### config.mk
export PLATFORM = sky130hd
export DESIGN_NAME = mtc_fifo
export DESIGN_NICKNAME = d
export VERILOG_FILES = /design/src/rtl/mtc_pkg.sv /design/src/rtl/mtc_fifo.sv
export SDC_FILE = /design/constraint.sdc
export NUM_CORES = 1
export LEC_CHECK = 0
export CORE_ASPECT_RATIO = 1.2
export CORE_MARGIN = 2
export CORE_UTILIZATION = 45
export CTS_CLUSTER_DIAMETER = 120
export DETAILED_ROUTE_END_ITERATION = 12
export DONT_BUFFER_PORTS = 1
export GPL_TIMING_DRIVEN = 0
export PLACE_DENSITY = 0.67
export SLEW_MARGIN = 20
export SYNTH_ARGS = -nofsm -noshare
export SYNTH_HDL_FRONTEND = slang
export SYNTH_SLANG_ARGS = --single-unit
### constraint.sdc
create_clock -name clk -period 1.8 [get_ports clk]
set_input_delay 0.09 -clock clk [delete_from_list [all_inputs] [get_ports clk]]
set_output_delay 0.09 -clock clk [all_outputs]
set_load 0.02 [all_outputs]
### src/rtl/mtc_pkg.sv
package mtc_pkg;

  localparam int unsigned FN_W          = 31;
  localparam int unsigned FRAME_RATE_W  = 5;
  localparam int unsigned RATE_CODE_W   = 2;
  localparam int unsigned CFG_DATA_W    = 5;
  localparam int unsigned CFG_INDEX_W   = 1;
  localparam int unsigned SPLIT_STAGES  = 6;
  localparam int unsigned SPLIT_CNT_W   = 3;
  localparam int unsigned DEF_QUEUE_DEPTH = 4;

  localparam logic [FRAME_RATE_W-1:0] FRAME_RATE_RST = 5'd25;
  localparam logic [RATE_CODE_W-1:0]  RATE_CODE_RST  = 2'd1;

  // MIDI bytes
  localparam logic [7:0] QF_STATUS    = 8'hF1;
  localparam logic [7:0] SYSEX_START  = 8'hF0;
  localparam logic [7:0] UNIVERSAL_RT = 8'h7F;
  localparam logic [7:0] MTC_SUB_ID   = 8'h01;
  localparam logic [7:0] FULL_FRAME   = 8'h01;
  localparam logic [7:0] SYSEX_END    = 8'hF7;

  // floor(x / 60) = (x * M60) >> 37 for x < 2^32
  localparam logic [31:0] M60       = 32'h8888_8889;
  localparam int unsigned M60_SHIFT = 37;
  // floor(x / 3) = (x * M3) >> 20 for x < 2^18
  localparam logic [18:0] M3        = 19'h5_5556;
  localparam int unsigned M3_SHIFT  = 20;

  localparam logic [3:0] QF_LAST_IDX = 4'd15;
  localparam logic [3:0] FF_LAST_IDX = 4'd9;

  typedef enum logic {
    OP_QUARTER = 1'b0,
    OP_FULL    = 1'b1
  } op_t;

  typedef enum logic [CFG_INDEX_W-1:0] {
    CFG_FRAME_RATE = 1'b0,
    CFG_RATE_CODE  = 1'b1
  } cfg_index_t;

  typedef struct packed {
    op_t         op;
    logic [4:0]  ff;
    logic [30:0] quo;
  } div_res_t;

  typedef struct packed {
    op_t        op;
    logic [4:0] ff;
    logic [5:0] ss;
    logic [5:0] mm;
    logic [4:0] hh;
  } mtc_time_t;

endpackage

### src/rtl/mtc_fifo.sv
module mtc_fifo import mtc_pkg::*; #(
  parameter int unsigned QUEUE_DEPTH = DEF_QUEUE_DEPTH,
  localparam int unsigned CNT_W = $clog2(QUEUE_DEPTH + 1)
) (
  input  logic             clk,
  input  logic             rst,
  input  logic             push,
  input  mtc_time_t        din,
  input  logic             pop,
  output mtc_time_t        dout,
  output logic             not_empty,
  output logic [CNT_W-1:0] count
);

  localparam int unsigned PTR_W = $clog2(QUEUE_DEPTH);

  mtc_time_t        mem [QUEUE_DEPTH];
  logic [PTR_W-1:0] wr_ptr;
  logic [PTR_W-1:0] rd_ptr;

  function automatic logic [PTR_W-1:0] bump(input logic [PTR_W-1:0] p);
    if (p == PTR_W'(QUEUE_DEPTH - 1)) begin
      return '0;
    end
    return p + PTR_W'(1);
  endfunction

  // upstream credit check keeps pushes within depth
  always_ff @(posedge clk) begin
    if (rst) begin
      wr_ptr <= '0;
      rd_ptr <= '0;
      count  <= '0;
    end else begin
      if (push) begin
        wr_ptr <= bump(wr_ptr);
      end
      if (pop) begin
        rd_ptr <= bump(rd_ptr);
      end
      if (push && !pop) begin
        count <= count + CNT_W'(1);
      end else if (pop && !push) begin
        count <= count - CNT_W'(1);
      end
    end
  end

  always_ff @(posedge clk) begin
    if (push) begin
      mem[wr_ptr] <= din;
    end
  end

  assign dout      = mem[rd_ptr];
  assign not_empty = (count != '0);

endmodule

==> run metrics, run 1 <==
status finished clean; Critical Path Start Type flip-flop; #FFs+latches synth between 100 and 150; Vias/cell 5.12; synthesized area 3790 um^2; post-route DRC violation count 0; EDFF count, synth around 90; share of cells above drive strength 1 20.4%; Longest Clk Path Bufs 2; Detailed Routing Iterations Pass 1 4; Routed Antenna Nets 0; worst path arrival time 1.56 ns; Worst Skew slightly below 0.009 ns; most common cell in the netlist edfxtp_1; Reg2Reg Depth 4; min Tclk post-route between 1.5 and 2 ns; nets@finish between 200 and 250; Final Power ~0.0047 W; hpwl dp approximately 3.9 mm; Hold Fails Final Rpt 0; final setup vio count 0; top-level port count 54; die area 9180 um^2; Worst-Margin Slew around 0.63 ns; WL/cell approximately 19 um; ANT cells 0; Max transition margin a little under 60%; clk root buf clkbuf_8; Setup WS pre-CTS -0.181 ns; critical-path maximum fanout 10; Synth Flop Type edfxtp_1; synth top area cells edfxtp_1, mux4_2, dfxtp_1; cell leakage power approximately 1.4 nW; Slew Limit Fails 0; clock-pin transition on the worst setup and hold timing paths ~0.080 ns; largest net degree at the start of global routing 24; GRT Overall Usage 13.9%; Die X between 80 and 90 um; top post-synthesis cells by count edfxtp_1, mux4_2, dfxtp_1; placer congestion estimate roughly 0.63; fraction of registers with async set/reset 0%; CP Cell Sequence buf_6, buf_12, mux4_2; crit-path max cell delay 0.59 ns; vias in the first global route ~1800; Sink Count around 100; Syn-to-layout area delta 16.2%; launching point of the worst reg2reg path count[0]; setup slack after layout approximately 0.15 ns; PortBufs 0; FF-to-FF setup slack roughly 0.18 ns; Crit. End Element output port; Die H 105 um; crit path kind flip-flop to output port; Filler cells 623; Routed WL slightly above 6 mm; number of max-cap violations 0; register area share after synthesis around 78%; power per cell area about 1100 nW/um^2; Initial Utilization 46.5%; min-delay src pop; syn avg cell area ~23 um^2; Core Area around 8200 um^2; WHS Path Cells 3; maximum vdd ir drop 0.473 mV; yosys warns 0; Mapped Cells 164; WP data required about 1.7 ns; global-route wire length before repair about 9.3 mm; Unique masters post-synth 18; CP max-delay cell mux4_2; syn_nets 198; placement row count 36; RSZ-0062 raised after global routing no; H-tree levels 3; highest clock rate slightly above 0.6 GHz; Num CTS Buffers 9; clock tree from TritonCTS yes; Yosys top cell area share between 70 and 80%; FF-to-FF End count[2]; area leader, netlist edfxtp_1; GR Overflow Total 0; DRT iter0 DRCs between 60 and 70; DR vias around 1600; Hold Crit Class input pin to flip-flop; Final Cycle Share between 90 and 100%; initial antenna violation count 0; Hold WS roughly 0.021 ns; Worst-Skew Late Latency approximately 0.35 ns
-- layout by cell type (no fill, tap or decap), drive strengths merged --
cell type / count
edfxtp: 92
dlygate4sd3: 26
mux4: 23
clkbuf: 11
dfxtp: 9
nor2: 6
ha: 6
inv: 5
buf: 5
and2: 4
a21oi: 3
mux2i: 3
or3: 2
nor3b: 2
xor2: 2
bufinv: 2
clkinv: 2
o21ai: 1
fa: 1
clkinvlp: 1
-- worst max path at each step --
stage | endpoint | slack [ns] | cells after the start
global route | dout[13] | 0.08 | 2
CTS | dout[13] | 0.11 | 3
detailed placement | mem[3][22] | -0.18 | 2
floorplan | mem[3][0] | 0.28 | 2
global placement | mem[3][20] | -0.07 | 2
finish | dout[0] | 0.15 | 3
-- kinds of logic (layout without fill, tap and decap cells) --
family,Yosys count,in the layout,synth area share (%)
buf+inv,10,52,2.11
xor+xnor,2,2,0.462
simple gates,14,14,1.98
fa+ha+maj,7,7,2.51
mux,26,26,14.8
compound gates,4,4,0.528
flops,101,101,77.6
-- metal layers --
layer	routed length [um]	track usage [%]	share of wire (%)
met3	192	2.76	3.2
met2	3450	25.7	57
met4	99	6.59	1.6
met5	0	0	0
met1	2330	14.7	38
-- timing repair --
item                                    4_1_cts  5_1_grt
hold endpoints to repair                    101        0
endpoints found under the setup margin       46        0
setup buffers                                 0        0
resized for setup                             2        0
hold buffers                                 26        0
-- where the power goes --
group          switching [W]  internal [W]  total (W)
clock               0.000688      0.000777    0.00147
combinational       0.000277      0.000196   0.000472
sequential         0.0000575       0.00267    0.00272
-- cell type report --
cell class | count | area [um^2] | share of cell area, %
buffer | 5 | 61.3 | 1.39
clock buffer | 11 | 131 | 2.98
tap | 114 | 143 | 3.24
clock inverter | 5 | 76.3 | 1.73
multi-input combinational | 53 | 772 | 17.5
sequential | 101 | 2940 | 66.8
timing repair buffer | 26 | 260 | 5.91
inverter | 5 | 18.8 | 0.426
-- state kept, by name, summed over array words and instances (netlist names), named ones only --
name	flops
count	3
mem	92
rd_ptr	2
wr_ptr	2
-- worst max-delay path: cells and delay by family (launching register included) --
kind | cells | cell delay, ns
buffers and inverters | 2 | 0.28
DFF | 1 | 0.33
muxes | 1 | 0.59
-- metrics by stage --
stage | std cells | cell area (um^2) | util [%] | setup TNS [ns]
after floorplan | 164 | 3790 | - | 0
after global placement | 278 | 3930 | 48.2 | -5.37
after detailed placement | 278 | 3940 | 48.3 | -6.50
after CTS | 320 | 4410 | 54.0 | 0
after global routing | 320 | 4410 | 54.0 | 0
final | 320 | 4410 | 54.0 | 0
Note: power is estimated with default switching activity, not from simulation.
==> inputs of run 2 (changes only) <==
--- a/config.mk
+++ b/config.mk
@@ -5,8 +5,8 @@
 export SDC_FILE = /design/constraint.sdc
 export NUM_CORES = 1
 export LEC_CHECK = 0
+export ABC_AREA = 1
 export CORE_ASPECT_RATIO = 1.2
-export CORE_MARGIN = 2
 export CORE_UTILIZATION = 45
 export CTS_CLUSTER_DIAMETER = 120
 export DETAILED_ROUTE_END_ITERATION = 12
==> run metrics, run 2 <==
global-route wire length before repair 11.6 mm (was 9.27 mm); WHS Path Cells 2 (was 3); Most Crowded Layer GR met2 (unchanged); post-route DRC violation count 0 (unchanged); Synth Flop Type edfxtp_1 (unchanged); Die H 104 um (was 105 um); worst path arrival time 1.63 ns (was 1.56 ns); Slew Limit Fails 0 (unchanged); yosys warns 0 (unchanged); initial antenna violation count 0 (unchanged); min-delay src push (was pop); Max transition margin 60.7% (was 57.7%); Detailed Routing Iterations Pass 1 4 (unchanged); vias in the first global route 2305 (was 1793); largest net degree at the start of global routing 24 (unchanged); nets@finish 356 (was 235); most frequent cells in the layout edfxtp_1, nor2_1, o21ai_0 (was edfxtp_1, dlygate4sd3_1, mux4_2); clk root buf clkbuf_8 (unchanged); area post-placement 4030 um^2 (was 3940 um^2); top-level port count 54 (unchanged); FF-to-FF End mem[1][11] (was count[2]); Biggest register mem (unchanged); Initial Utilization 47.2% (was 46.5%); postcts setup bufs 0 (unchanged); most common cell after layout, fill and taps aside edfxtp_1 (unchanged); Hold Fails Final Rpt 0 (unchanged); max reg flops 92 (unchanged); crit path kind flip-flop to output port (unchanged); Unique masters post-synth 20 (was 18); GR Util met2 29.4% (was 25.7%); CP max-delay cell o22ai_1 (was mux4_2); DP Cell Count 396 (was 278); PortBufs 0 (unchanged); Core Area 8240 um^2 (was 8150 um^2); Yosys top cell area share 71.0% (was 72.9%); Critical Path Start Type flip-flop (unchanged); Setup TNS 0 ns (unchanged); Routed WL 7.59 mm (was 6.07 mm); WP data required 1.71 ns (about the same); critical-path maximum fanout 10 (unchanged); crit-path max cell delay 0.43 ns (was 0.59 ns); launching point of the worst reg2reg path wr_ptr[1] (was count[0]); #FFs+latches synth 101 (unchanged); fraction of registers with async set/reset 0% (unchanged); CP Buf/Inv Count 2 (unchanged); Longest Clk Path Bufs 2 (unchanged); share of cells above drive strength 1 15.0% (was 20.4%); synth top area cells edfxtp_1, nor2_1, dfxtp_1 (was edfxtp_1, mux4_2, dfxtp_1); grt met1 use 20.6% (was 14.7%); GR Overflow Total 0 (unchanged); Reg2Reg Depth 4 (unchanged); H-tree levels 3 (unchanged); Worst-Skew Late Latency 0.38 ns (was 0.35 ns); Syn-to-layout area delta 18.6% (was 16.2%); Sink Count 101 (unchanged); power per cell area 1030 nW/um^2 (was 1060 nW/um^2); EDFF count, synth 92 (unchanged); CP Cell Sequence buf_6, buf_4, nor2_1, o22ai_1 (was buf_6, buf_12, mux4_2); FF-to-FF setup slack 0.14 ns (was 0.18 ns); Mapped Cells 282 (was 164); met3 Use GR 4.54% (was 2.76%); Crit. End Element output port (unchanged); Vias/cell 5.20 (was 5.12); clock tree from TritonCTS yes (unchanged); status finished clean (unchanged); Hold Crit Class input pin to flip-flop (unchanged); clock-pin transition on the worst setup and hold timing paths 0.10 ns (was 0.08 ns); min Tclk post-route 1.72 ns (was 1.65 ns); Final Cycle Share 95.3% (was 91.8%); Hold WS 0.302 ns (was 0.0215 ns); WL/cell 17.2 um (was 19.0 um); delay-heaviest family, CP compound AO/OA/AOI/OAI gates (was multiplexers); Worst Skew 0.00899 ns (was 0.00865 ns); Worst-Margin Slew 0.588 ns (was 0.634 ns); RSZ-0062 raised after global routing no (unchanged); final setup vio count 0 (unchanged); Die X 86.9 um (was 87.8 um); syn avg cell area 13.8 um^2 (was 23.1 um^2); Worst Hold End mem[2][1]; most common cell in the netlist edfxtp_1 (unchanged); top post-synthesis cells by count edfxtp_1, nor2_1, o21ai_0 (was edfxtp_1, mux4_2, dfxtp_1); highest clock rate 0.583 GHz (was 0.605 GHz); DR vias 2291 (was 1638); final instance area 4610 um^2 (was 4410 um^2); maximum vdd ir drop 0.604 mV (was 0.473 mV); DRT iter0 DRCs 146 (was 69); hpwl dp 4.46 mm (was 3.88 mm); post-layout util 56.0% (was 54.0%); number of max-cap violations 0 (unchanged); placement row count 36 (unchanged); ANT cells 0 (unchanged); final non-filler cell total 441 (was 320); syn_nets 316 (was 198); die area 9020 um^2 (was 9180 um^2); synthesized area 3890 um^2 (was 3790 um^2); GRT Overall Usage 17.6% (was 13.9%); Num CTS Buffers 9 (unchanged); cell leakage power 1.58 nW (was 1.44 nW); area leader, netlist edfxtp_1 (unchanged); Routed Antenna Nets 0 (unchanged); placer congestion estimate 0.740 (was 0.628); Largest regs mem x92, count x3 (unchanged); register area share after synthesis 75.7% (was 77.6%)
run 2: cell count changes after synthesis, sizes merged, moves of 3 or more:
cell	previous run	this run
and2	4	0
mux4	23	0
o22ai	0	23
nor2	6	54
inv	5	17
mux2i	3	0
o21ai	1	50
nand2	0	9
buf	5	12
run 2: power by group:
group	internal (W)	switching [W]	leakage [nW]	total [W]
clock	0.000659	0.000794	0.100	0.00145
sequential	0.00267	0.0000504	0.920	0.00272
combinational	0.000184	0.000407	0.557	0.000592
run 2: worst max path at each step:
stage,end,slack (ns),cells past startpoint
floorplan,mem[3][0],0.37,3
global placement,mem[3][6],-0.01,3
detailed placement,mem[3][12],-0.01,3
CTS,mem[1][6],0.002,4
global route,dout[6],0.003,3
finish,dout[3],0.08,4
run 2: metrics by stage:
| step | setup slack (ns) | total power (W) |
|---|---|---|
| 2_1_floorplan | 0.371 | 0.00315 |
| 3_3_place_gp | -0.0142 | 0.00326 |
| 3_5_place_dp | -0.0120 | 0.00326 |
| 4_1_cts | 0.00167 | 0.00475 |
| 5_1_grt | 0.00338 | 0.00493 |
| 6_report | 0.0842 | 0.00476 |
run 2: logic make-up after synthesis:
group	Yosys count	share of synthesized area (%)
AO/OA/AOI/OAI	77	10.7
AND/OR/NAND/NOR	67	6.63
buffers and inverters	30	4.60
adder cells (fa/ha/maj)	7	2.45
flip-flops	101	75.7
run 2: metal layers:
metal  part of all wire (%)  wire length, um  vias up
met5                      0                0        -
met4                    2.5              191        0
met3                    5.4              408       14
met2                     52             3950       58
met1                     40             3040     1105
li1                       -                -     1114
run 2: repair_timing:
item | 4_1_cts | 5_1_grt
gates cloned | 0 | 2
gates resized for setup | 1 | 17
endpoints found under the setup margin | 23 | 81
endpoints found under the hold margin | 101 | 0
hold buffers | 27 | 0
run 2: layout make-up:
| type | instances | area (um^2) |
|---|---|---|
| buffer | 13 | 108 |
| clock inverter | 7 | 81.3 |
| timing repair inverter | 2 | 15.0 |
| clock buffer | 9 | 124 |
| inverter | 17 | 86.3 |
| tap | 114 | 143 |
| multi-input combinational | 151 | 842 |
| sequential | 101 | 2940 |
| timing repair buffer | 27 | 270 |
| fill | 676 | 3630 |
run 2: worst register-to-register path: stages (launching register included):
cell        delay [ns]
dfxtp_1           0.37
inv_1             0.09
ha_1              0.17
nand2_1           0.10
clkinvlp_4        0.49
