File: config.mk
export PLATFORM = sky130hd
export DESIGN_NAME = mtc_emitter_flat
export DESIGN_NICKNAME = d
export VERILOG_FILES = /design/src/rtl/mtc_pkg.sv /design/src/rtl/mtc_out_if.sv /design/src/rtl/mtc_emitter.sv /design/src/flat_wrapper.sv
export SDC_FILE = /design/constraint.sdc
export NUM_CORES = 1
export LEC_CHECK = 0
export BUFFER_PORTS_ARGS = -buffer_cell sky130_fd_sc_hd__buf_4
export CAP_MARGIN = 20
export CORE_MARGIN = 4
export CORE_UTILIZATION = 40
export DETAILED_ROUTE_END_ITERATION = 10
export PLACE_DENSITY_LB_ADDON = 0.12
export SETUP_SLACK_MARGIN = 0.15
export SLEW_MARGIN = 40
export SYNTH_ARGS = -nofsm -noshare
export SYNTH_HDL_FRONTEND = slang
export SYNTH_SLANG_ARGS = --single-unit
export TNS_END_PERCENT = 20
File: constraint.sdc
create_clock -name clk -period 3.48 [get_ports clk]
set_input_delay 0.87 -clock clk [delete_from_list [all_inputs] [get_ports clk]]
set_output_delay 0.87 -clock clk [all_outputs]
set_load 0.05 [all_outputs]
File: src/rtl/mtc_pkg.sv
package mtc_pkg;

  localparam int unsigned FN_W          = 31;
  localparam int unsigned FRAME_RATE_W  = 5;
  localparam int unsigned RATE_CODE_W   = 2;
  localparam int unsigned CFG_DATA_W    = 5;
  localparam int unsigned CFG_INDEX_W   = 1;
  localparam int unsigned SPLIT_STAGES  = 6;
  localparam int unsigned SPLIT_CNT_W   = 3;
  localparam int unsigned DEF_QUEUE_DEPTH = 4;

  localparam logic [FRAME_RATE_W-1:0] FRAME_RATE_RST = 5'd25;
  localparam logic [RATE_CODE_W-1:0]  RATE_CODE_RST  = 2'd1;

  // MIDI bytes
  localparam logic [7:0] QF_STATUS    = 8'hF1;
  localparam logic [7:0] SYSEX_START  = 8'hF0;
  localparam logic [7:0] UNIVERSAL_RT = 8'h7F;
  localparam logic [7:0] MTC_SUB_ID   = 8'h01;
  localparam logic [7:0] FULL_FRAME   = 8'h01;
  localparam logic [7:0] SYSEX_END    = 8'hF7;

  // floor(x / 60) = (x * M60) >> 37 for x < 2^32
  localparam logic [31:0] M60       = 32'h8888_8889;
  localparam int unsigned M60_SHIFT = 37;
  // floor(x / 3) = (x * M3) >> 20 for x < 2^18
  localparam logic [18:0] M3        = 19'h5_5556;
  localparam int unsigned M3_SHIFT  = 20;

  localparam logic [3:0] QF_LAST_IDX = 4'd15;
  localparam logic [3:0] FF_LAST_IDX = 4'd9;

  typedef enum logic {
    OP_QUARTER = 1'b0,
    OP_FULL    = 1'b1
  } op_t;

  typedef enum logic [CFG_INDEX_W-1:0] {
    CFG_FRAME_RATE = 1'b0,
    CFG_RATE_CODE  = 1'b1
  } cfg_index_t;

  typedef struct packed {
    op_t         op;
    logic [4:0]  ff;
    logic [30:0] quo;
  } div_res_t;

  typedef struct packed {
    op_t        op;
    logic [4:0] ff;
    logic [5:0] ss;
    logic [5:0] mm;
    logic [4:0] hh;
  } mtc_time_t;

endpackage

File: src/rtl/mtc_out_if.sv
interface mtc_out_if;
  logic       valid;
  logic       ready;
  logic [7:0] midi_byte;
  logic       message_start;
  logic       last;

  modport source (output valid, output midi_byte, output message_start, output last,
                  input ready);
  modport sink   (input valid, input midi_byte, input message_start, input last,
                  output ready);
endinterface

File: src/rtl/mtc_emitter.sv
module mtc_emitter import mtc_pkg::*; (
  input  logic                   clk,
  input  logic                   rst,
  input  logic [RATE_CODE_W-1:0] rate_code,
  input  logic                   has_entry,
  input  mtc_time_t              entry,
  output logic                   pop,
  mtc_out_if.source              midi_ch
);

  typedef enum logic [2:0] {
    PC_FRAME_LO  = 3'd0,
    PC_FRAME_HI  = 3'd1,
    PC_SEC_LO    = 3'd2,
    PC_SEC_HI    = 3'd3,
    PC_MIN_LO    = 3'd4,
    PC_MIN_HI    = 3'd5,
    PC_HOUR_LO   = 3'd6,
    PC_HOUR_HI   = 3'd7
  } piece_t;

  logic       active;
  logic [3:0] idx;
  mtc_time_t  cur;
  logic       ovalid;

  logic [7:0] byte_c;
  logic [3:0] nib;
  logic       start_c;
  logic       fin;
  logic       adv;

  always_comb begin
    nib     = '0;
    byte_c  = SYSEX_END;
    start_c = 1'b0;
    case (cur.op)
      OP_QUARTER: begin
        case (piece_t'(idx[3:1]))
          PC_FRAME_LO: nib = cur.ff[3:0];
          PC_FRAME_HI: nib = {3'b0, cur.ff[4]};
          PC_SEC_LO:   nib = cur.ss[3:0];
          PC_SEC_HI:   nib = {2'b0, cur.ss[5:4]};
          PC_MIN_LO:   nib = cur.mm[3:0];
          PC_MIN_HI:   nib = {2'b0, cur.mm[5:4]};
          PC_HOUR_LO:  nib = cur.hh[3:0];
          PC_HOUR_HI:  nib = {1'b0, rate_code, cur.hh[4]};
          default:     nib = '0;
        endcase
        if (!idx[0]) begin
          byte_c  = QF_STATUS;
          start_c = 1'b1;
        end else begin
          byte_c = {1'b0, idx[3:1], nib};
        end
        fin = (idx == QF_LAST_IDX);
      end
      default: begin
        case (idx)
          4'd0: begin
            byte_c  = SYSEX_START;
            start_c = 1'b1;
          end
          4'd1, 4'd2: byte_c = UNIVERSAL_RT;
          4'd3:       byte_c = MTC_SUB_ID;
          4'd4:       byte_c = FULL_FRAME;
          4'd5:       byte_c = {1'b0, rate_code, cur.hh};
          4'd6:       byte_c = {2'b0, cur.mm};
          4'd7:       byte_c = {2'b0, cur.ss};
          4'd8:       byte_c = {3'b0, cur.ff};
          default:    byte_c = SYSEX_END;
        endcase
        fin = (idx == FF_LAST_IDX);
      end
    endcase
  end

  // next entry loads on the cycle of the final byte, so items run back to back
  assign adv = !ovalid || midi_ch.ready;
  assign pop = adv && (!active || fin) && has_entry;

  always_ff @(posedge clk) begin
    if (rst) begin
      active <= 1'b0;
      ovalid <= 1'b0;
    end else if (adv) begin
      ovalid <= active;
      if (!active || fin) begin
        active <= has_entry;
      end
    end
  end

  always_ff @(posedge clk) begin
    if (pop) begin
      cur <= entry;
      idx <= 4'd0;
    end else if (adv && active) begin
      idx <= idx + 4'd1;
    end
    if (adv && active) begin
      midi_ch.midi_byte     <= byte_c;
      midi_ch.message_start <= start_c;
      midi_ch.last          <= fin;
    end
  end

  assign midi_ch.valid = ovalid;

endmodule

File: src/flat_wrapper.sv
// flat-port wrapper written by rule: the top's interface ports become plain ports
module mtc_emitter_flat import mtc_pkg::*;
  (clk, rst, rate_code, has_entry, entry, pop, midi_ch_valid, midi_ch_midi_byte, midi_ch_message_start, midi_ch_last, midi_ch_ready);
  mtc_out_if midi_ch_i ();
  input  logic clk;
  input  logic rst;
  input  logic [RATE_CODE_W-1:0] rate_code;
  input  logic has_entry;
  input  mtc_time_t entry;
  output logic pop;
  output wire logic [$bits(midi_ch_i.valid)-1:0] midi_ch_valid;
  output wire logic [$bits(midi_ch_i.midi_byte)-1:0] midi_ch_midi_byte;
  output wire logic [$bits(midi_ch_i.message_start)-1:0] midi_ch_message_start;
  output wire logic [$bits(midi_ch_i.last)-1:0] midi_ch_last;
  input wire logic [$bits(midi_ch_i.ready)-1:0] midi_ch_ready;
  assign midi_ch_valid = midi_ch_i.valid;
  assign midi_ch_midi_byte = midi_ch_i.midi_byte;
  assign midi_ch_message_start = midi_ch_i.message_start;
  assign midi_ch_last = midi_ch_i.last;
  assign midi_ch_i.ready = midi_ch_ready;
  mtc_emitter u_core (.clk(clk), .rst(rst), .rate_code(rate_code), .has_entry(has_entry), .entry(entry), .pop(pop), .midi_ch(midi_ch_i));
endmodule
==> results of run 1 <==
[flip-flops by register name, summed over array words and instances (netlist names)]
| register | flops |
|---|---|
| u_core.active | 1 |
| u_core.cur | 23 |
| u_core.idx | 4 |
| u_core.midi_ch.last | 1 |
| u_core.midi_ch.message_start | 1 |
| u_core.midi_ch.midi_byte | 8 |
| u_core.midi_ch.valid | 1 |
[report_power, final]
part | internal (mW) | switching, mW | leakage [nW]
clock | 0.210 | 0.155 | 0.0556
sequential | 0.564 | 0.0416 | 0.359
combinational | 0.170 | 0.223 | 0.486
total | 0.944 | 0.420 | 0.901
[layout by cell type, fill, tap and decap left out, drive strengths merged, types with 2 or more instances in the layout]
cell type / Yosys / layout
clkinv: 0 / 2
nor2b: 3 / 3
a222oi: 2 / 2
ha: 5 / 5
buf: 9 / 43
nand2b: 4 / 4
mux4: 3 / 3
xnor2: 2 / 2
o22ai: 2 / 2
clkbuf: 2 / 5
edfxtp: 33 / 33
or3: 2 / 2
mux2i: 3 / 3
dfxtp: 6 / 6
nor3: 3 / 3
nand3: 5 / 5
nor2: 12 / 12
a21oi: 5 / 5
o21ai: 5 / 5
a211oi: 4 / 4
o31ai: 2 / 2
a22oi: 4 / 4
nand2: 14 / 14
nor4: 3 / 3
a32o: 2 / 2
and3b: 2 / 2
inv: 9 / 9
[worst max-delay path by stage]
stage	from	cells past startpoint	endpoint	slack, ns
after CTS	u_core.idx[1]	4	pop	0.63
after floorplan	midi_ch_ready	3	pop	0.32
after global routing	u_core.idx[1]	4	pop	0.53
final	u_core.idx[1]	4	pop	0.63
after global placement	midi_ch_ready	5	pop	0.87
after detailed placement	midi_ch_ready	5	pop	0.86
[routing by layer]
layer | vias up | share of wire, % | global-route usage [%]
met5 | - | 0 | 0
met3 | 5 | 7.0 | 4.24
met4 | 0 | 1.3 | 4.20
li1 | 704 | - | -
met2 | 60 | 46 | 21.1
met1 | 693 | 45 | 18.9
[worst max-delay path, delay by kind of cell (launching register included)]
| kind | cells | cell delay, ns |
|---|---|---|
| buf+inv | 1 | 0.24 |
| compound gates | 2 | 0.43 |
| flops | 1 | 0.77 |
| simple gates | 1 | 0.25 |
[cells by family after synthesis]
| kind of cell | count (synthesis) |
|---|---|
| buf+inv | 20 |
| simple gates | 53 |
| xor+xnor | 3 |
| mux | 6 |
| flops | 39 |
| compound gates | 38 |
| fa+ha+maj | 5 |
[area by class of cell]
cell class | instances | area (um2)
sequential | 39 | 1110
clock buffer | 5 | 68.8
clock inverter | 3 | 38.8
tap | 67 | 83.8
timing repair buffer | 43 | 323
multi-input combinational | 105 | 762
fill | 439 | 2330
inverter | 9 | 33.8
==> results.md, run 1 <==
Place:
- The placed cell count is 263.
- Routability-driven placement finished with a final weighted congestion of 0.839.
- The number of buffers inserted by port buffering is 40.
- The cell area after placement is 2310 um2.
- The setup slack after placement is 0.863 ns.
- The total half-perimeter wirelength after legalization and detailed placement is approximately 2900 um.

Route:
- The wire length reported by the detailed router is 4060 um.
- After detailed routing, the number of vias per cell comes to 5.39.
- For this run, the detailed router's first-pass iteration total came to 5.
- The number of DRC violations after detailed-routing iteration 0 is 102.
- The DRC violation count after routing is 0.
- The number of nets with antenna violations after routing is 0.
- The detail-routed net length per standard cell is 15.0 um.
- The via total after detailed routing is roughly 1,500.

Logic synthesis:
- The combinational family with the most area after synthesis is simple AND/OR/NAND/NOR gates.
- The average instance in the mapped netlist occupies 12.1 um2.
- The most instantiated library cell after synthesis is sky130_fd_sc_hd__edfxtp_1.
- The sequential area share after synthesis is 56.0%.
- The count of synthesis-stage warnings from yosys is 0.
- The simple logic cell fraction of the synthesized area is approximately 15%.
- The share of synthesized cell area in full adder, half adder and majority cells is 3.15%.
- Summing every instance area after synthesis gives 1990 um2.
- After synthesis, the netlist uses between 50 and 60 different library cells.
- The share of the synthesized area in compound gates (AO/OA/AOI/OAI) is between 10% and 20%.
- Among all flip-flop cells after synthesis, the most frequent one is sky130_fd_sc_hd__edfxtp_1.
- The total nets after synthesis is 198.
- The proportion of netlist area held by the largest area contributor is 49.9%.
- The number of storage elements in the synthesis netlist is 39.
- By count the netlist is led by sky130_fd_sc_hd__edfxtp_1 (33), sky130_fd_sc_hd__nand2_1 (14), sky130_fd_sc_hd__nor2_1 (12).
- Measured against the total synthesized area, the mux share comes to 4.91%.
- Ranked by total cell area, the synthesized netlist is headed by sky130_fd_sc_hd__edfxtp_1 (50%), sky130_fd_sc_hd__dfxtp_1 (6.0%), sky130_fd_sc_hd__mux4_2 (3.4%).
- The number of enable-type register cells in the synthesized netlist is 33.
- Of all flip-flops after synthesis, the portion carrying an async set or reset was 0%.
- The number of standard cells after synthesis is 164.
- The cell type with the highest aggregate area in the netlist is sky130_fd_sc_hd__edfxtp_1.
- Of the total synthesized cell area, the portion taken by XOR and XNOR cells is 1.32%.

Status:
- The flow ran to the end, and the final reports show no timing, DRC or antenna violations.

Layout:
- The final net count is 237.
- The antenna cell count is 0.
- The non-filler instance count after layout is 271.
- The finished layout cell area is 2420 um2.
- The fraction of layout cells with a size suffix above 1 is approximately 28%.
- The area growth from synthesis to layout is 21.9%.
- The fraction of the core area covered by cells at the end of the flow is 50.9%.

STA:
- The final count of hold timing violations came to 0.
- Setup violations remaining at the end of the flow were counted as 0.
- The headroom to the max-slew limit is 54.3%.
- On the final layout, the worst clock skew is 0.00389 ns.
- The final critical path takes up 81.9% of the cycle.
- Setup repair after global routing left no endpoint under its margin.
- The worst hold margin is about 0.54 ns.
- The setup TNS after final layout is 0 ns.
- Subtracting the final worst setup slack from the clock period gives 2.85 ns.
- At the pin with the least slew margin, the transition time is 0.685 ns.
- The highest attainable clock frequency is 0.351 GHz.
- The max-slew violation count came to 0.
- In the post-route analysis, the smallest setup slack over all paths is 0.630 ns.

Global routing:
- The number of antenna violations at the first check in global routing was 0.
- In the global route stage, overall resource usage came out at 13.9%.
- The overall overflow remaining after global route is 0.
- The first global-routing pass estimated 6670 um of wire.
- The via count of the first global-routing pass is 1,353.
- Entering global routing, the biggest net connects 28 pins.

Power:
- The overall power of the completed layout is 1.36 mW.
- Summed over all cells, the static leakage comes to 0.901 nW.
- The worst supply voltage drop on vdd is 0.000307 V.
- The total power per unit cell area is 563 nW/um2.

Clock network:
- The root buffer selected by CTS is sky130_fd_sc_hd__clkbuf_8.
- The H-tree depth is 2.
- The clock latency on the worst-skew pair is a little under 0.3 ns.
- After clock tree synthesis, the clock-pin slew on the worst setup and hold paths is 0.07 ns.
- The total clock sinks is 39.
- The worst-case clock buffer depth is 2.
- The number of CTS-inserted buffers is 5.
- TritonCTS built the clock tree.
- Once the clock tree was built, the setup fixing pass inserted 0 buffers.
- Hold repair after CTS inserted 0 buffers.
- The number of gates resized after CTS was 0.

Worst setup path:
- STA puts the critical path data required time at approximately 2.6 ns.
- The cell type of the slowest stage on the worst timing path is sky130_fd_sc_hd__dfxtp_1.
- Walking the worst path, the cells encountered are and3b_1 > o211ai_1 > a21oi_2 > buf_4.
- The length in cells of the worst reg-to-reg path is 6.
- The reg-to-reg endpoint is u_core.midi_ch.midi_byte[2].
- The reg2reg setup slack is 0.89 ns.
- STA classifies the critical path startpoint as a register.
- On the worst path, the slowest cell contributes a delay of just under 0.8 ns.
- The startpoint identified for the worst register-to-register timing path is u_core.idx[1].
- Along the worst path, the maximum fanout reaches 19.
- The endpoint kind of the worst setup timing path is a primary output.
- By startpoint and endpoint, the worst setup path is classified as register to primary output.
- The arrival time at the worst endpoint is 1.98 ns.

Worst hold path:
- The tightest min-delay check is of the register to register type.
- The startpoint identified for the worst hold timing path is u_core.active.
- The endpoint of the worst hold-timing path is u_core.midi_ch.valid.
- Along the worst hold path, the cell count comes to 2.

Floorplanning:
- The initial core utilization is 41.8%.
- The height of the chip is 78.5 um.
- The count of pins on the block boundary is 41.
- The total core area is 4750 um2.
- The number of rows created at floorplan is 25.
- The floorplan die area is around 6000 um2.
- The floorplan step set the die width to around 78 um.

Flow run:
- The tool flagged a number of max-cap violations equal to 0.
Note: power is estimated with default switching activity, not from simulation.
==> run 2, diff against run 1 <==
clock period = 2.55 ns   (was 3.48 ns; I/O delays follow)
==> run 2 against run 1 <==
Against the previous run:
- wire length rose by 3.0%
- final cell count rose by 1.5%
- core utilization rose by 0.26 points
- clock power rose by 6.3%
- register-to-register slack got worse by 0.56 ns
- worst hold slack got worse by 0.026 ns
- combinational power rose by 47%
- cell area rose by 0.52%
- power rose by 30%
- non-clock buffer count rose by 4
- first-iteration DRC count rose by 28%
- critical path type unchanged
- critical endpoint unchanged
- largest power group unchanged
==> results.md, run 2 (synthesized netlist as in run 1, its figures left out) <==
STA:
- For the final database, setup skew stands at 0.00953 ns.
- The worst path uses 91.7% of the clock period.
- The highest attainable clock frequency is 0.427 GHz.
- The slew at the pin with the worst max-slew slack is 0.528 ns.
- The shortest clock period the worst path allows after layout is around 2.3 ns.
- The final count of hold timing violations is 0.
- After routing, the total negative slack on setup checks comes to 0 ns.
- Headroom to the max-slew limit came out at a little under two thirds.
- Across all setup checks in the final design, the least slack found is about 0.21 ns.
- Setup violations remaining at the end of the flow were counted as 0.
- The max-slew violation count is 0.
- Setup repair after global routing could not meet its margin everywhere.

Clock network:
- Counting along the longest clock path gives a buffer depth of 2.
- The later pin in the worst-skew pair is clocked with a latency of 0.29 ns.
- The cts-stage hold buffer count is 0.
- The H-tree depth is 2.
- The number of setup buffers added after CTS is 0.
- Clock-pin slew was measured on the worst setup and hold paths at 0.07 ns.
- The root buffer selected by CTS is sky130_fd_sc_hd__clkbuf_8.
- TritonCTS built the clock tree.
- The number of CTS-inserted buffers is 5.
- The clock net in this run drives a total of 39 sinks.

Layout:
- The area added between synthesis and finish is 22.6%.
- The flip-flop count of the largest register after layout is 23.
- Leaving out fill and tap cells, the most frequent cell in the layout is sky130_fd_sc_hd__buf_4.
- In the layout the commonest cells are sky130_fd_sc_hd__buf_4 (47), sky130_fd_sc_hd__edfxtp_1 (33), sky130_fd_sc_hd__nand2_1 (14), sky130_fd_sc_hd__nor2_1 (12), sky130_fd_sc_hd__inv_1 (9).
- Cells fill 51.2% of the core in the end.
- The finished layout cell area is 2430 um2.
- The fill cell total of the finished layout is around 450.
- Counting flops per register, the top entry is u_core.cur.
- The fraction of layout cells with a size suffix above 1 is 29.3%.
- The antenna cell count is 0.
- In the final layout, the registers with the most flip-flops are u_core.cur (23), u_core.midi_ch.midi_byte (8), u_core.idx (4).
- In the final design database the tool counted 241 nets.

Route:
- The via total after detailed routing is about 1,500.
- The routed design has 4180 um of wire.
- Dividing the detail-routed via count by the number of cells gives 5.39.
- The number of nets with antenna violations after routing is 0.
- In the final routed layout, each cell accounts on average for between 15 and 20 um.
- In the routed design, unresolved DRC markers number 0.
- The pre-antenna-repair detailed-routing pass consisted of 5 iterations.
- The number of DRC violations after detailed-routing iteration 0 is 131.

Power:
- Dividing total power by cell area gives a power density of 729 nW/um2.
- The net switching power of the design is around 0.57 mW.
- The worst supply voltage drop on vdd is 0.000374 V.
- The leakage power is around 0.9 nW.
- The switching part of the total is between 30% and 40%.
- The proportion of power drawn by combinational gates is around 33%.
- The design internal power is 1.21 mW.
- The share of total power dissipated in the clock network is ~22%.
- The share of power burned in registers is a little under half.

Worst setup path:
- The worst register-to-register path ends at u_core.midi_ch.midi_byte[2].
- The highest fanout seen on the critical path is 18.
- For the worst setup path, the data required time is 1.91 ns.
- The arrival time at the worst endpoint is roughly 1.7 ns.
- The worst setup path is captured at a primary output.
- The worst register-to-register path begins at u_core.idx[0].
- The category of the critical setup timing path is register to primary output.
- STA classifies the critical path startpoint as a register.
- Setup slack on the worst reg-to-reg path comes out at 0.33 ns.
- Counting cells, the worst reg-to-reg path comes to 6.

Floorplanning:
- Row generation in the floorplan step produced 25 rows.
- The floorplan die area is slightly above 6000 um2.
- The count of pins on the block boundary is 41.
- The width of the chip is 78.5 um.
- The initial core utilization is 41.8%.
- The total core area is 4750 um2.
- The height of the chip is around 78 um.

Worst hold path:
- The worst hold path class is input pin to register.
- Along the worst hold path, the cell count comes to 2.
- The endpoint of the worst hold-timing path is u_core.active.
- The critical hold path startpoint is rst.

Place:
- Detailed placement finished with a half-perimeter wire length of roughly 3100 um.
- After detailed placement, the total cell area comes to between 2000 and 2500 um2.
- The global placer's final weighted congestion is 0.917.
- Before CTS, the worst setup slack after placement is 0.244 ns.
- Buffers placed on the I/O ports in this run total 40.

Global routing:
- Entering global routing, the biggest net connects 28 pins.
- The number of antenna violations at the first check in global routing is 0.
- The via count of the first global-routing pass is 1,468.
- In the global route stage, overall resource usage came out at between 10% and 20%.
- The overall overflow remaining after global route is 0.
- The first global-routing pass estimated approximately 6800 um of wire.

Status:
- The flow ran to the end, and the final reports show no timing, DRC or antenna violations.

Flow run:
- The number of max-cap violations is 0.
## run 2: changes by cell type in the layout (fill, tap and decap cells not counted), sizes merged
cell,previous run,this run
clkbuf,5,8
bufinv,1,0
buf,43,47
clkinv,2,0
## run 2: layout make-up
class                      count  area (um2)  share of cell area, %
clock buffer                   8        80.1                   3.29
inverter                       9        33.8                   1.39
multi-input combinational    105         772                   31.7
sequential                    39        1110                   45.7
tap                           67        83.8                   3.44
timing repair buffer          47         353                   14.5
## run 2: worst max path at each step
stage                       start                     endpoint  slack (ns)  depth (start not counted)
global route        u_core.idx[1]                          pop        0.09                          5
detailed placement  u_core.idx[0]  u_core.midi_ch.midi_byte[2]        0.24                          6
floorplan           u_core.idx[2]                          pop        0.23                          5
global placement    u_core.idx[0]  u_core.midi_ch.midi_byte[2]        0.39                          6
CTS                 u_core.idx[1]                          pop        0.18                          5
finish              u_core.idx[1]                          pop        0.21                          5
## run 2: per-layer routing
| layer | part of all wire [%] | vias up | global-route usage [%] | wire length, um |
|---|---|---|---|---|
| li1 | - | 708 | - | - |
| met1 | 45 | 717 | 18.0 | 1870 |
| met2 | 49 | 53 | 22.9 | 2050 |
| met3 | 5.1 | 5 | 3.78 | 215 |
| met4 | 1.1 | 0 | 4.37 | 46 |
| met5 | 0 | - | 0 | 0 |
## run 2: timing repair
action / 4_1_cts / 5_1_grt
endpoints found under the setup margin: 0 / 2
hold endpoints to repair: 0 / 0
resized for setup: 0 / 1
## run 2: critical path: stages, from the launching register on
cell and delay, ns:
sky130_fd_sc_hd__dfxtp_1 0.34, sky130_fd_sc_hd__buf_4 0.24, sky130_fd_sc_hd__and3b_1 0.18, sky130_fd_sc_hd__o211ai_1 0.18, sky130_fd_sc_hd__a21oi_4 0.24, sky130_fd_sc_hd__buf_4 0.23
## run 2: stage by stage
step	total power [mW]	instances	hold WS [ns]
2_1_floorplan	1.25	164	0.510
3_3_place_gp	1.38	267	0.527
3_5_place_dp	1.39	267	0.540
4_1_cts	1.78	275	0.506
5_1_grt	1.86	275	0.505
6_report	1.77	275	0.510
## run 2: power groups by stage
stage                     Clock [mW]  Sequential [mW]  Combinational [mW]
after floorplan                    0            0.888               0.358
final                          0.388            0.805               0.579
after global placement             0            0.817               0.563
after global routing           0.426            0.812               0.622
after CTS                      0.400            0.805               0.576
after detailed placement           0            0.819               0.573
